==> src/rtl/xcrc_pkg.sv <==
package xcrc_pkg;

	// default address width of the byte address counter
	localparam int ADDR_BITS_DEF = 16;

	// protocol characters
	localparam logic [7:0] CH_SOH   = 8'h01;
	localparam logic [7:0] CH_EOT   = 8'h04;
	localparam logic [7:0] CH_ACK   = 8'h06;
	localparam logic [7:0] CH_NAK   = 8'h15;
	localparam logic [7:0] CH_READY = 8'h43;

	localparam logic [15:0] CRC_POLY = 16'h1021;

	localparam int PAYLOAD_BYTES = 128;
	localparam int WORDS         = 16;
	localparam int WORD_IDX_W    = $clog2(WORDS);
	localparam int WORD_W        = 64;

	// input word kinds (carried on tuser)
	localparam logic OP_BYTE = 1'b0;
	localparam logic OP_TICK = 1'b1;

	// output word kinds (carried on tuser)
	localparam logic KIND_HOST = 1'b0;
	localparam logic KIND_WORD = 1'b1;

	// configuration register map
	localparam int CFG_IDX_W  = 1;
	localparam int CFG_DATA_W = 17;
	localparam logic [CFG_IDX_W-1:0] REG_CRC_CHECK_ENABLE = 1'b0;
	localparam logic [CFG_IDX_W-1:0] REG_READY_INTERVAL   = 1'b1;

	// command queue between front and back
	localparam int CMDQ_DEPTH = 2;

	typedef struct packed {
		logic       is_flush;
		logic [7:0] tx_byte;
	} cmd_t;

	typedef struct packed {
		logic                  we;
		logic [WORD_IDX_W-1:0] addr;
		logic [WORD_W-1:0]     data;
	} bufwr_t;

	// crc-16/xmodem over one byte, msb first
	function automatic logic [15:0] crc16_byte(input logic [15:0] crc, input logic [7:0] b);
		logic [15:0] c;
		c = crc ^ {b, 8'h00};
		for (int i = 0; i < 8; i++) begin
			c = c[15] ? ((c << 1) ^ CRC_POLY) : (c << 1);
		end
		return c;
	endfunction

endpackage

==> src/rtl/xcrc_cmdq.sv <==
module xcrc_cmdq
	import xcrc_pkg::*;
(
	input  logic clk,
	input  logic arst_n,
	input  logic push,
	input  cmd_t push_cmd,
	input  logic pop,
	output cmd_t head_cmd,
	output logic empty,
	output logic full
);

	localparam int PTR_W = (CMDQ_DEPTH > 1) ? $clog2(CMDQ_DEPTH) : 1;
	localparam int CNT_W = $clog2(CMDQ_DEPTH + 1);

	cmd_t             slot_q [CMDQ_DEPTH];
	logic [PTR_W-1:0] wr_ptr_q;
	logic [PTR_W-1:0] rd_ptr_q;
	logic [CNT_W-1:0] count_q;

	assign empty    = (count_q == '0);
	assign full     = (count_q == CNT_W'(CMDQ_DEPTH));
	assign head_cmd = slot_q[rd_ptr_q];

	always_ff @(posedge clk) begin
		if (push) begin
			slot_q[wr_ptr_q] <= push_cmd;
		end
	end

	always_ff @(posedge clk or negedge arst_n) begin
		if (!arst_n) begin
			wr_ptr_q <= '0;
			rd_ptr_q <= '0;
			count_q  <= '0;
		end else begin
			if (push) begin
				wr_ptr_q <= (wr_ptr_q == PTR_W'(CMDQ_DEPTH - 1)) ? '0 : wr_ptr_q + 1'b1;
			end
			if (pop) begin
				rd_ptr_q <= (rd_ptr_q == PTR_W'(CMDQ_DEPTH - 1)) ? '0 : rd_ptr_q + 1'b1;
			end
			if (push && !pop) begin
				count_q <= count_q + 1'b1;
			end else if (pop && !push) begin
				count_q <= count_q - 1'b1;
			end
		end
	end

`ifndef SYNTHESIS
	a_no_overflow: assert property (@(posedge clk) disable iff (!arst_n)
		full |-> !push || pop)
		else $error("command queue overflow");
	a_no_underflow: assert property (@(posedge clk) disable iff (!arst_n)
		pop |-> !empty)
		else $error("command queue underflow");
	a_count_step: assert property (@(posedge clk) disable iff (!arst_n)
		(push && !pop) |=> count_q == $past(count_q) + 1'b1)
		else $error("command queue count did not advance");
`endif

endmodule

==> src/rtl/xcrc_front.sv <==
module xcrc_front
	import xcrc_pkg::*;
(
	input  logic                  clk,
	input  logic                  arst_n,
	input  logic                  s_tvalid,
	output logic                  s_tready,
	input  logic [7:0]            s_tdata,
	input  logic                  s_tuser,
	input  logic                  cfg_we,
	input  logic [CFG_IDX_W-1:0]  cfg_index,
	input  logic [CFG_DATA_W-1:0] cfg_data,
	input  logic                  q_full,
	output logic                  push,
	output cmd_t                  push_cmd,
	output bufwr_t                buf_wr,
	input  logic                  flush_done
);

	typedef enum logic [7:0] {
		PH_FIRST  = 8'b0000_0001,
		PH_HEADER = 8'b0000_0010,
		PH_BLOCK  = 8'b0000_0100,
		PH_COMPL  = 8'b0000_1000,
		PH_DATA   = 8'b0001_0000,
		PH_CRC_HI = 8'b0010_0000,
		PH_CRC_LO = 8'b0100_0000,
		PH_DONE   = 8'b1000_0000
	} phase_t;

	phase_t                  phase_q;
	logic                    crc_en_q;
	logic [CFG_DATA_W-1:0]   interval_q;
	logic [CFG_DATA_W-1:0]   countdown_q;
	logic [7:0]              exp_block_q;
	logic [6:0]              byte_idx_q;
	logic [15:0]             crc_q;
	logic [7:0]              crc_hi_q;
	logic [WORD_W-9:0]       asm_q;
	logic                    flush_busy_q;

	logic       accept;
	logic       is_byte;
	logic [7:0] b;
	logic       crc_bad;
	logic [2:0] lane;

	assign b       = s_tdata;
	assign is_byte = (s_tuser == OP_BYTE);
	assign lane    = byte_idx_q[2:0];
	assign crc_bad = crc_en_q && ({crc_hi_q, b} != crc_q);

	// data bytes wait while the buffer is still being drained
	assign s_tready = !q_full && !((phase_q == PH_DATA) && flush_busy_q);
	assign accept   = s_tvalid && s_tready;

	always_comb begin
		push     = 1'b0;
		push_cmd = '{is_flush: 1'b0, tx_byte: CH_NAK};
		if (accept) begin
			if (!is_byte) begin
				if (phase_q == PH_FIRST && countdown_q == '0) begin
					push     = 1'b1;
					push_cmd = '{is_flush: 1'b0, tx_byte: CH_READY};
				end
			end else begin
				unique case (phase_q)
					PH_HEADER: begin
						if (b == CH_EOT) begin
							push     = 1'b1;
							push_cmd = '{is_flush: 1'b0, tx_byte: CH_ACK};
						end
					end
					PH_BLOCK: begin
						push = (b != exp_block_q);
					end
					PH_CRC_LO: begin
						push     = 1'b1;
						push_cmd = '{is_flush: !crc_bad, tx_byte: crc_bad ? CH_NAK : CH_ACK};
					end
					PH_FIRST, PH_COMPL, PH_DATA, PH_CRC_HI, PH_DONE: begin
						push = 1'b0;
					end
					default: push = 1'b0;
				endcase
			end
		end
	end

	always_comb begin
		buf_wr.we   = accept && is_byte && (phase_q == PH_DATA) && (lane == 3'd7);
		buf_wr.addr = byte_idx_q[6:3];
		buf_wr.data = {b, asm_q};
	end

	always_ff @(posedge clk) begin
		if (accept && is_byte && phase_q == PH_DATA && lane != 3'd7) begin
			asm_q[8*lane +: 8] <= b;
		end
		if (accept && is_byte && phase_q == PH_CRC_HI) begin
			crc_hi_q <= b;
		end
	end

	always_ff @(posedge clk or negedge arst_n) begin
		if (!arst_n) begin
			crc_en_q   <= 1'b1;
			interval_q <= CFG_DATA_W'(65536);
		end else if (cfg_we) begin
			unique case (cfg_index)
				REG_CRC_CHECK_ENABLE: crc_en_q   <= cfg_data[0];
				REG_READY_INTERVAL:   interval_q <= cfg_data;
				default:              ;
			endcase
		end
	end

	always_ff @(posedge clk or negedge arst_n) begin
		if (!arst_n) begin
			phase_q      <= PH_FIRST;
			countdown_q  <= '0;
			exp_block_q  <= 8'd1;
			byte_idx_q   <= '0;
			crc_q        <= '0;
			flush_busy_q <= 1'b0;
		end else begin
			if (push && push_cmd.is_flush) begin
				flush_busy_q <= 1'b1;
			end else if (flush_done) begin
				flush_busy_q <= 1'b0;
			end
			if (accept && !is_byte) begin
				if (phase_q == PH_FIRST) begin
					if (countdown_q == '0) begin
						countdown_q <= (interval_q == '0) ? '0 : interval_q - 1'b1;
					end else begin
						countdown_q <= countdown_q - 1'b1;
					end
				end
			end else if (accept) begin
				unique case (phase_q)
					PH_FIRST: begin
						if (b == CH_SOH) begin
							phase_q <= PH_BLOCK;
						end
					end
					PH_HEADER: begin
						phase_q <= (b == CH_EOT) ? PH_DONE : PH_BLOCK;
					end
					PH_BLOCK: begin
						phase_q <= (b == exp_block_q) ? PH_COMPL : PH_HEADER;
					end
					PH_COMPL: begin
						if (b == ~exp_block_q) begin
							phase_q    <= PH_DATA;
							byte_idx_q <= '0;
							crc_q      <= '0;
						end else begin
							phase_q <= PH_HEADER;
						end
					end
					PH_DATA: begin
						crc_q      <= crc16_byte(crc_q, b);
						byte_idx_q <= byte_idx_q + 1'b1;
						if (byte_idx_q == 7'h7f) begin
							phase_q <= PH_CRC_HI;
						end
					end
					PH_CRC_HI: begin
						phase_q <= PH_CRC_LO;
					end
					PH_CRC_LO: begin
						phase_q <= PH_HEADER;
						if (!crc_bad) begin
							exp_block_q <= exp_block_q + 1'b1;
						end
					end
					PH_DONE: ;
					default: phase_q <= PH_DONE;
				endcase
			end
		end
	end

`ifndef SYNTHESIS
	a_no_write_while_draining: assert property (@(posedge clk) disable iff (!arst_n)
		buf_wr.we |-> !flush_busy_q)
		else $error("buffer written while a flush is pending");
	a_flush_only_from_crc: assert property (@(posedge clk) disable iff (!arst_n)
		(push && push_cmd.is_flush) |-> phase_q == PH_CRC_LO)
		else $error("flush issued outside the crc phase");
	a_done_is_final: assert property (@(posedge clk) disable iff (!arst_n)
		phase_q == PH_DONE |=> phase_q == PH_DONE)
		else $error("left the finished state");
`endif

endmodule

==> src/rtl/xcrc_back.sv <==
module xcrc_back
	import xcrc_pkg::*;
#(
	parameter int ADDR_BITS = ADDR_BITS_DEF
) (
	input  logic         clk,
	input  logic         arst_n,
	input  bufwr_t       buf_wr,
	input  cmd_t         head_cmd,
	input  logic         q_empty,
	output logic         pop,
	output logic         flush_done,
	output logic         m_tvalid,
	input  logic         m_tready,
	output logic [87:0]  m_tdata,
	output logic         m_tuser,
	output logic         m_tlast
);

	localparam int EXT_W = (ADDR_BITS > 16) ? ADDR_BITS : 16;

	typedef enum logic [2:0] {
		S_IDLE = 3'b001,
		S_WORD = 3'b010,
		S_ACK  = 3'b100
	} bstate_t;

	bstate_t               state_q;
	logic [WORD_IDX_W-1:0] k_q;
	logic [ADDR_BITS-1:0]  waddr_q;
	logic [WORD_W-1:0]     pkt_mem [WORDS];
	logic [WORD_W-1:0]     rdata_q;
	logic                  out_valid_q;
	logic [87:0]           out_data_q;
	logic                  out_kind_q;
	logic                  out_last_q;

	logic                  out_free;
	logic                  load_word;
	logic [WORD_IDX_W-1:0] rd_addr;
	logic [ADDR_BITS-1:0]  word_addr;
	logic [EXT_W-1:0]      word_addr_ext;

	assign out_free   = !out_valid_q || m_tready;
	assign pop        = (state_q == S_IDLE) && !q_empty && out_free;
	assign load_word  = (state_q == S_WORD) && out_free;
	assign flush_done = load_word && (k_q == WORD_IDX_W'(WORDS - 1));
	assign rd_addr    = (state_q != S_WORD) ? '0 : (load_word ? k_q + 1'b1 : k_q);

	assign word_addr     = waddr_q + ADDR_BITS'({k_q, 3'b000});
	assign word_addr_ext = EXT_W'(word_addr);

	always_ff @(posedge clk) begin
		if (buf_wr.we) begin
			pkt_mem[buf_wr.addr] <= buf_wr.data;
		end
		rdata_q <= pkt_mem[rd_addr];
	end

	// payload of the output register
	always_ff @(posedge clk) begin
		if (pop) begin
			out_data_q <= {64'd0, 16'd0, head_cmd.tx_byte};
			out_kind_q <= KIND_HOST;
			out_last_q <= 1'b1;
		end else if (load_word) begin
			out_data_q <= {rdata_q, word_addr_ext[15:0], 8'd0};
			out_kind_q <= KIND_WORD;
			out_last_q <= 1'b0;
		end else if (state_q == S_ACK && out_free) begin
			out_data_q <= {64'd0, 16'd0, CH_ACK};
			out_kind_q <= KIND_HOST;
			out_last_q <= 1'b1;
		end
	end

	always_ff @(posedge clk or negedge arst_n) begin
		if (!arst_n) begin
			state_q     <= S_IDLE;
			k_q         <= '0;
			waddr_q     <= '0;
			out_valid_q <= 1'b0;
		end else begin
			unique case (state_q)
				S_IDLE: begin
					if (pop) begin
						out_valid_q <= !head_cmd.is_flush;
						if (head_cmd.is_flush) begin
							state_q <= S_WORD;
							k_q     <= '0;
						end
					end else if (m_tready) begin
						out_valid_q <= 1'b0;
					end
				end
				S_WORD: begin
					if (load_word) begin
						out_valid_q <= 1'b1;
						k_q         <= k_q + 1'b1;
						if (flush_done) begin
							state_q <= S_ACK;
						end
					end
				end
				S_ACK: begin
					if (out_free) begin
						out_valid_q <= 1'b1;
						waddr_q     <= waddr_q + ADDR_BITS'(PAYLOAD_BYTES);
						state_q     <= S_IDLE;
					end
				end
				default: state_q <= S_IDLE;
			endcase
		end
	end

	assign m_tvalid = out_valid_q;
	assign m_tdata  = out_data_q;
	assign m_tuser  = out_kind_q;
	assign m_tlast  = out_last_q;

`ifndef SYNTHESIS
	a_word_not_last: assert property (@(posedge clk) disable iff (!arst_n)
		(m_tvalid && m_tuser == KIND_WORD) |-> !m_tlast)
		else $error("data word marked as last");
	a_index_holds_on_stall: assert property (@(posedge clk) disable iff (!arst_n)
		(state_q == S_WORD && !out_free) |=> $stable(k_q) && $stable(rdata_q))
		else $error("buffer read moved during a stall");
	a_ack_after_last_word: assert property (@(posedge clk) disable iff (!arst_n)
		flush_done |=> state_q == S_ACK && m_tvalid && m_tuser == KIND_WORD)
		else $error("final word not followed by the acknowledge step");
`endif

endmodule

==> src/rtl/xmodem_crc_packet_receiver.sv <==
// xmodem-crc receive side
// s_ channel: one word per received serial byte (tuser 0, byte in tdata) or per
//   time tick (tuser 1); ticks only matter before the first header, where a
//   'C' goes out every ready_interval ticks, the first tick after reset included
// m_ channel: bytes for the host (tuser 0: 'C', ACK or NAK in tdata[7:0]) and
//   verified data words (tuser 1: byte address in tdata[23:8], eight payload
//   bytes in tdata[87:24]); tlast marks the final word caused by one input word
// cfg port: register 0 crc_check_enable, register 1 ready_interval, written
//   only while the block is idle: a user rule, not enforced by the block
// an input word is taken while s_tready is high; a reply byte passes the command
//   queue into an output register, where it is held; a good packet gives sixteen
//   data words at one per cycle while the host side is ready, then the ACK; the
//   words are read from the 16 x 64 bit packet buffer over its single read port
// a two-entry command queue parts the byte parser from the output sequencer,
//   so input flows while the host stalls until the queue is full; else only the
//   first data byte of the next packet waits until the old buffer is read out
// reset (arst_n low) returns to waiting for the first header, block 1,
//   address 0, crc checking on, ready interval 65536; the buffer is not cleared
module xmodem_crc_packet_receiver
	import xcrc_pkg::*;
#(
	parameter int ADDR_BITS = ADDR_BITS_DEF
) (
	input  logic                  clk,
	input  logic                  arst_n,
	input  logic                  s_tvalid,
	output logic                  s_tready,
	input  logic [7:0]            s_tdata,   // rx_byte
	input  logic                  s_tuser,   // op
	output logic                  m_tvalid,
	input  logic                  m_tready,
	output logic [87:0]           m_tdata,   // tx_byte, word_address, data_word
	output logic                  m_tuser,   // kind
	output logic                  m_tlast,
	input  logic                  cfg_we,
	input  logic [CFG_IDX_W-1:0]  cfg_index,
	input  logic [CFG_DATA_W-1:0] cfg_data
);

	// front to queue
	logic   push;
	cmd_t   push_cmd;
	logic   q_full;

	// queue to back
	cmd_t   head_cmd;
	logic   q_empty;
	logic   pop;

	// buffer write path and release of the buffer
	bufwr_t buf_wr;
	logic   flush_done;

	xcrc_front u_front (
		.clk        (clk),
		.arst_n     (arst_n),
		.s_tvalid   (s_tvalid),
		.s_tready   (s_tready),
		.s_tdata    (s_tdata),
		.s_tuser    (s_tuser),
		.cfg_we     (cfg_we),
		.cfg_index  (cfg_index),
		.cfg_data   (cfg_data),
		.q_full     (q_full),
		.push       (push),
		.push_cmd   (push_cmd),
		.buf_wr     (buf_wr),
		.flush_done (flush_done)
	);

	xcrc_cmdq u_cmdq (
		.clk      (clk),
		.arst_n   (arst_n),
		.push     (push),
		.push_cmd (push_cmd),
		.pop      (pop),
		.head_cmd (head_cmd),
		.empty    (q_empty),
		.full     (q_full)
	);

	xcrc_back #(
		.ADDR_BITS (ADDR_BITS)
	) u_back (
		.clk        (clk),
		.arst_n     (arst_n),
		.buf_wr     (buf_wr),
		.head_cmd   (head_cmd),
		.q_empty    (q_empty),
		.pop        (pop),
		.flush_done (flush_done),
		.m_tvalid   (m_tvalid),
		.m_tready   (m_tready),
		.m_tdata    (m_tdata),
		.m_tuser    (m_tuser),
		.m_tlast    (m_tlast)
	);

endmodule
==> config.mk <==
export PLATFORM = sky130hd
export DESIGN_NAME = xmodem_crc_packet_receiver
export DESIGN_NICKNAME = d
export VERILOG_FILES = /design/src/rtl/xcrc_pkg.sv /design/src/rtl/xcrc_cmdq.sv /design/src/rtl/xcrc_front.sv /design/src/rtl/xcrc_back.sv /design/src/rtl/xmodem_crc_packet_receiver.sv
export SDC_FILE = /design/constraint.sdc
export NUM_CORES = 2
export LEC_CHECK = 0
export ABC_CLOCK_PERIOD_IN_PS = 14300
export BUFFER_PORTS_ARGS = -buffer_cell sky130_fd_sc_hd__buf_2
export CAP_MARGIN = 20
export CORE_MARGIN = 8
export CORE_UTILIZATION = 37
export CTS_BUF_LIST = sky130_fd_sc_hd__clkbuf_8
export DETAILED_ROUTE_END_ITERATION = 8
export PLACE_DENSITY = 0.61
export SLEW_MARGIN = 20
export SYNTH_ARGS = -nofsm -noshare
export SYNTH_HDL_FRONTEND = slang
export SYNTH_SLANG_ARGS = --single-unit
==> constraint.sdc <==
create_clock -name clk -period 14.3 [get_ports clk]
set_input_delay 2.86 -clock clk [delete_from_list [all_inputs] [get_ports clk]]
set_output_delay 2.86 -clock clk [all_outputs]
set_load 0.05 [all_outputs]
* Word-level counts from Yosys, hierarchy flattened *
Memories as Yosys holds them, arrays and structs flattened. A register that Yosys moved wholly into a read port is not among the register bits.
Cells that the tools add are included.

cells by class
  add/subtract/negate cells = 12
  equal/unequal tests = 32
  shifts and indexed selects = 2
  mux-type cells = 65
  bitwise logic cells = 15
  reduce and logical (&&, ||, !) cells = 48

operators by type and width
  cell                                                                      number
  88-bit two-way mux                                                        2
  13-bit two-way mux                                                        8
  8-bit one-hot mux with 8 select lines                                     1
  56-bit bitwise mux                                                        1
  8-bit by 34-bit variable shift with 56-bit output (first input constant)  1
  8-bit by 34-bit indexed part select with 56-bit output                    1
  17-bit zero test                                                          2
  17-bit two-way mux                                                        2
  6-bit negator with 34-bit output                                          1
  17-bit by 1-bit subtractor with 17-bit output (second input constant)     2
  8-bit two-way mux                                                         4
  16-bit one-hot mux with 2 select lines                                    1
  3-bit inverter                                                            8
  1-bit two-way mux                                                         20
  4-bit two-way mux                                                         5
  1-bit logical AND                                                         19
  9-bit two-way mux                                                         2
  9-bit one-hot mux with 2 select lines                                     1
  16-bit by 7-bit adder with 16-bit output                                  1
  16-bit by 8-bit adder with 16-bit output (second input constant)          1
  8-bit by 1-bit == test with 1-bit output (second input constant)          2
  8-bit by 3-bit == test with 1-bit output (second input constant)          2
  8-bit == test                                                             2
  16-bit two-way mux                                                        1
  other kinds (44)                                                          84

storage, ports and cells
  bits in registers = 257
  memory bits (writable) = 1042
  bits of input ports = 32
  memories kept = 2

memories
  memory          depth  bits a word  read ports  clocked after memory_dff  write ports  RTL line         RTL
  u_back.pkt_mem  16     64           1           1                         1            xcrc_back.sv:31  logic [WORD_W-1:0] pkt_mem [WORDS];
  u_cmdq.slot_q   2      9            1           0                         1            xcrc_cmdq.sv:17  cmd_t slot_q [CMDQ_DEPTH];

* Depth between registers and ports, before layout *
  depth after elaboration = 18
  depth in mapped cells = 16
  depth with buffers taken out = 11

* Cells and area by module *
A second synthesis with hierarchy kept.

second synthesis, totals
  cell total of the unflattened synthesis = 3153
  area total of the unflattened synthesis = 52052.4 um2

by module, submodules not included
  module      instances  cells each  area an instance (um2)
  xcrc_back   1          2445        44038.5
  xcrc_front  1          664         7171.9
  xcrc_cmdq   1          44          842.1

* Worst setup path before layout *
No wires, ideal clock.

  path type = input-to-reg
  start = input port s_tuser
  end = memory u_back.pkt_mem[0][0] (enable)
  setup time = 0.644 ns
  arrival time = 9.583 ns
  data required time = 13.656 ns
  path slack = 4.073 ns
  cell stages on the path = 4
  buffers on the path = 1
  cell sequence = nand3b_1 > or3_1 > buf_6 > nor4_1

on the way
  cells in the longest elaborated chain, start to end = 6

ends and longest elaborated chain
  item                                     RTL line                          RTL
  from (decl)                              xmodem_crc_packet_receiver.sv:29  input logic s_tuser,
  1-bit inverter                           xcrc_front.sv:49                  assign is_byte = (s_tuser == OP_BYTE);
  1-bit logical AND (3 in a row)           xcrc_front.sv:91                  buf_wr.we = accept && is_byte && (phase_q == PH_DATA) && (lane == 3'd7);
  1-bit two-way mux                        xcrc_back.sv:54                   if (buf_wr.we) begin
  1-bit two-way mux (not written as such)  xcrc_back.sv:55                   pkt_mem[buf_wr.addr] <= buf_wr.data;
  to (decl)                                xcrc_back.sv:31

No other way between the ends.

* Worst setup path after layout *
  start = input port m_tready
  end = register u_back.rdata_q[49], read port of u_back.pkt_mem

on the way
  cells in the longest elaborated chain, start to end = 4

ends and longest elaborated chain
  item                            RTL line                          RTL
  from (decl)                     xmodem_crc_packet_receiver.sv:31  input logic m_tready,
  1-bit logical OR                xcrc_back.sv:44                   assign out_free = !out_valid_q || m_tready;
  1-bit logical AND               xcrc_back.sv:46                   assign load_word = (state_q == S_WORD) && out_free;
  4-bit two-way mux (2 in a row)  xcrc_back.sv:48                   assign rd_addr = (state_q != S_WORD) ? '0 : (load_word ? k_q + 1'b1 : k_q);
  to (decl)                       xcrc_back.sv:32                   logic [WORD_W-1:0] rdata_q;

No other way between the ends.
A chain may end at the register's enable or synchronous reset.

==> reports/qor.yml <==
synth_flop_cell: "edfxtp_1"
grt_pass1_wl_mm: 207
synthToLayoutAreaGrowth_pct: 13.0
postLayoutCoreUtil_pct: 42.2
cp.buffers_inverters: 3
status: "finished clean"
ys_seq_area_share_pct: 73.7
cellPowerDensity_nw_per_um2: 159
yosys-top-cells-area: "edfxtp_1, dfxtp_1, dfrtp_1"
synth.avg_cell_area_um2: 14.8
start_kind: "primary input"
multi_input_area_um2: 12900
hold_viol_final: 0
fin_nets: 3728
yosys.area.top_type: "edfxtp_1"
cts_tree: "yes"
r2r_cells: 9
async_reset_ff_share_pct: 7.14
first_iter_violations: 3062
whs_path_depth: 1
critPathKind: "primary input to register"
initial_core_util_pct: 37.3
core-area_um2: 140000
drc: 0
holdPathEnd: "u_back.m_tdata[66]$_SDFFE_PP0P_"
crit_family: "simple AND/OR/NAND/NOR gates"
grt_max_degree: 137
grt-ovfl-total: 0
fp.dieH_um: 391
crit_start: "m_tready"
dp_hpwl_mm: 72.4
crit_chain: "buf_2 > nor2b_1 > nor2_4 > ha_4 > inv_2 > nor2_4 > buf_4 > nand2_1 > a311oi_1 > o32a_1"
cp-end-kind: "register"
grtUsageTotal_pct: 17.9
fin_skew_ns: 0.0511
r2r-start: "u_back.state_q[1]$_DFFE_PN0P_"
drv_slew: 0
r2r-end: "u_back.rdata_q[49]$_DFF_P_"
regToRegSetupSlack_ns: 8.86
fmax_mhz: 148
io_pins: 124
arrival_ns: 7.53
die_x_um: 391
vias_per_cell: 5.46
routedWlPerCell_um: 24.4
final.setup.tns_ns: 0
cts_buffers: 211
rsz0062_at_grt: "no"
io_buffers: 117
cp_max_fo: 74
yosysMostFrequentCell: "edfxtp_1"
ys.warnings.count: 0
required_ns: 15.10
cts_resized: 0
drive_above_1_share_pct: 16.2
ys_ff_latch: 1344
dr.pass1.iters: 6
cp_slowest_cell: "buf_4"
via_count: 31399
critPathMaxStageDelay_ns: 0.98
worst_skew_pair.late_latency_ns: 0.92
max_slew_margin_pct: 23.7
yosysTopAreaCellShare_pct: 63.6
cpMostUsedCell: "nor2_4"
die_area_um2: 153000
holdCritStartpoint: "u_back.rdata_q[42]$_DFF_P_"
htreeDepth: 4
synth_edf_count: 1105
p_leak_nw: 17.7
min_path_type: "register to register"
ant_nets: 0
cts.sinks: 1344
antenna_found_initial: 6
synth_common_cells: "edfxtp_1, nand2_1, o21ai_0"
syn_inst: 3527
synth_area_um2: 52200
cts_setup_buffers: 0
hold_buffers: 0
cts.path.max_buffers: 3
vdd_drop_max_mv: 0.163
cts_root_buffer: "clkbuf_8"
regArea_um2: 38500
nFillCells: 12620
grt_pass1_vias: 31681
cap_violations: 0
worstMarginPinSlew_ns: 1.14
std_cell_rows: 137
cts.clk_slew.worst_paths_ns: 0.06
fin_crit_ns: 6.74
synth_cell_types: 80
routed_wl_mm: 140
setup-violations-final: 0
finalCritPeriodShare_pct: 47.1
gp_congestion: 0.779
-- registers in the layout (all words and copies together), names as in the netlist, 4 cells and up --
name,cells
u_back.rdata_q,64
u_back.waddr_q,9
u_cmdq.slot_q,12
u_front.asm_q,56
u_back.m_tdata,82
u_front.interval_q,17
u_front.countdown_q,17
u_front.crc_q,16
u_back.pkt_mem,1024
u_front.phase_q,8
u_back.k_q,4
u_front.exp_block_q,8
u_front.byte_idx_q,7
u_front.crc_hi_q,8
-- layer usage --
| layer | up-vias | GRT usage, % | wire length [um] |
|---|---|---|---|
| met2 | 1225 | 28.9 | 66200 |
| met4 | 4 | 5.87 | 3740 |
| met1 | 15960 | 24.4 | 60400 |
| met5 | - | 0 | 22 |
| met3 | 238 | 3.22 | 10100 |
| li1 | 13972 | - | - |
-- layout make-up --
type / instances / share of cell area, %
flip-flops and latches: 1344 / 65.3
multi-input cells: 1926 / 21.9
clock buffers: 240 / 5.61
well taps: 1876 / 3.98
repair buffers: 180 / 1.85
clock inverters: 161 / 1.29
inverters: 22 / 0.140
diodes: 4 / 0.0170
-- kinds of logic (layout without fill, tap and decap cells) --
family / Yosys count / in the layout / synth area share [%]
AOI/OAI and AO/OA: 794 / 794 / 10.6
and+or+nand+nor: 829 / 829 / 7.70
xor gates and xnor gates: 83 / 83 / 1.39
other: 1 / 10 / 0.00719
buffers and inverters: 262 / 603 / 2.12
DFF: 1344 / 1344 / 73.7
adders and majority gates: 11 / 11 / 0.264
muxes: 203 / 203 / 4.24
-- worst max-delay path by stage --
stage / to / cells after the start
detailed placement: u_back.rdata_q[15]$_DFF_P_ / 11
floorplan: u_back.pkt_mem[0][0]$_DFFE_PP_ / 4
global placement: u_back.rdata_q[23]$_DFF_P_ / 12
finish: u_back.rdata_q[49]$_DFF_P_ / 10
CTS: u_back.rdata_q[15]$_DFF_P_ / 11
global route: u_back.rdata_q[23]$_DFF_P_ / 12
-- through the flow --
| stage | cell area (um2) | hold WS [ns] | std cells | setup slack, ns | total power, mW |
|---|---|---|---|---|---|
| after floorplan | 52200 | 0.426 | 3532 | 4.07 | 5.77 |
| after global placement | 54800 | 0.430 | 5348 | 6.62 | 6.37 |
| after detailed placement | 54800 | 0.439 | 5348 | 6.56 | 6.38 |
| after CTS | 58900 | 0.446 | 5749 | 7.55 | 9.44 |
| after global routing | 58900 | 0.470 | 5750 | 7.24 | 9.72 |
| final | 58900 | 0.443 | 5753 | 7.56 | 9.37 |
-- cells in the final DEF, fill, tap and decap left out, types with 8 or more instances in the layout --
| cell | Yosys | layout |
|---|---|---|
| o22ai_1 | 68 | 68 |
| nor2b_1 | 45 | 45 |
| xnor2_1 | 55 | 55 |
| a211oi_1 | 69 | 69 |
| xor2_1 | 28 | 28 |
| mux2i_1 | 105 | 105 |
| dfrtp_1 | 91 | 91 |
| nand4_1 | 17 | 17 |
| edfxtp_1 | 1105 | 1105 |
| nor2_1 | 141 | 126 |
| inv_1 | 21 | 110 |
| o31ai_1 | 29 | 29 |
| clkinvlp_4 | 0 | 11 |
| nor4_1 | 19 | 15 |
| and3_1 | 43 | 43 |
| a221oi_1 | 37 | 37 |
| buf_2 | 69 | 116 |
| nand2_1 | 349 | 346 |
| clkbuf_8 | 0 | 240 |
| clkinv_2 | 0 | 30 |
| and2_1 | 63 | 63 |
| nand3_1 | 32 | 32 |
| or3_1 | 8 | 8 |
| nor2_4 | 0 | 16 |
| a311oi_1 | 37 | 37 |
| mux2_2 | 93 | 93 |
| a31oi_1 | 46 | 46 |
| o21ai_1 | 18 | 17 |
| dfxtp_1 | 143 | 143 |
| clkinv_1 | 1 | 25 |
| nor3_1 | 53 | 53 |
| a21oi_1 | 127 | 125 |
| o21ai_0 | 154 | 154 |
| ha_1 | 11 | 10 |
| o221ai_1 | 34 | 34 |
| buf_4 | 6 | 61 |
| o32a_1 | 52 | 52 |
| a22o_1 | 80 | 80 |
-- where the power goes --
part	leakage, nW	switching [mW]	total, mW	internal [mW]
clock	2.41	1.50	3.07	1.57
combinational	5.38	1.37	1.88	0.510
sequential	9.90	0.0994	4.41	4.31
total	17.7	2.98	9.37	6.39
Power figures use the tool's default switching activity.
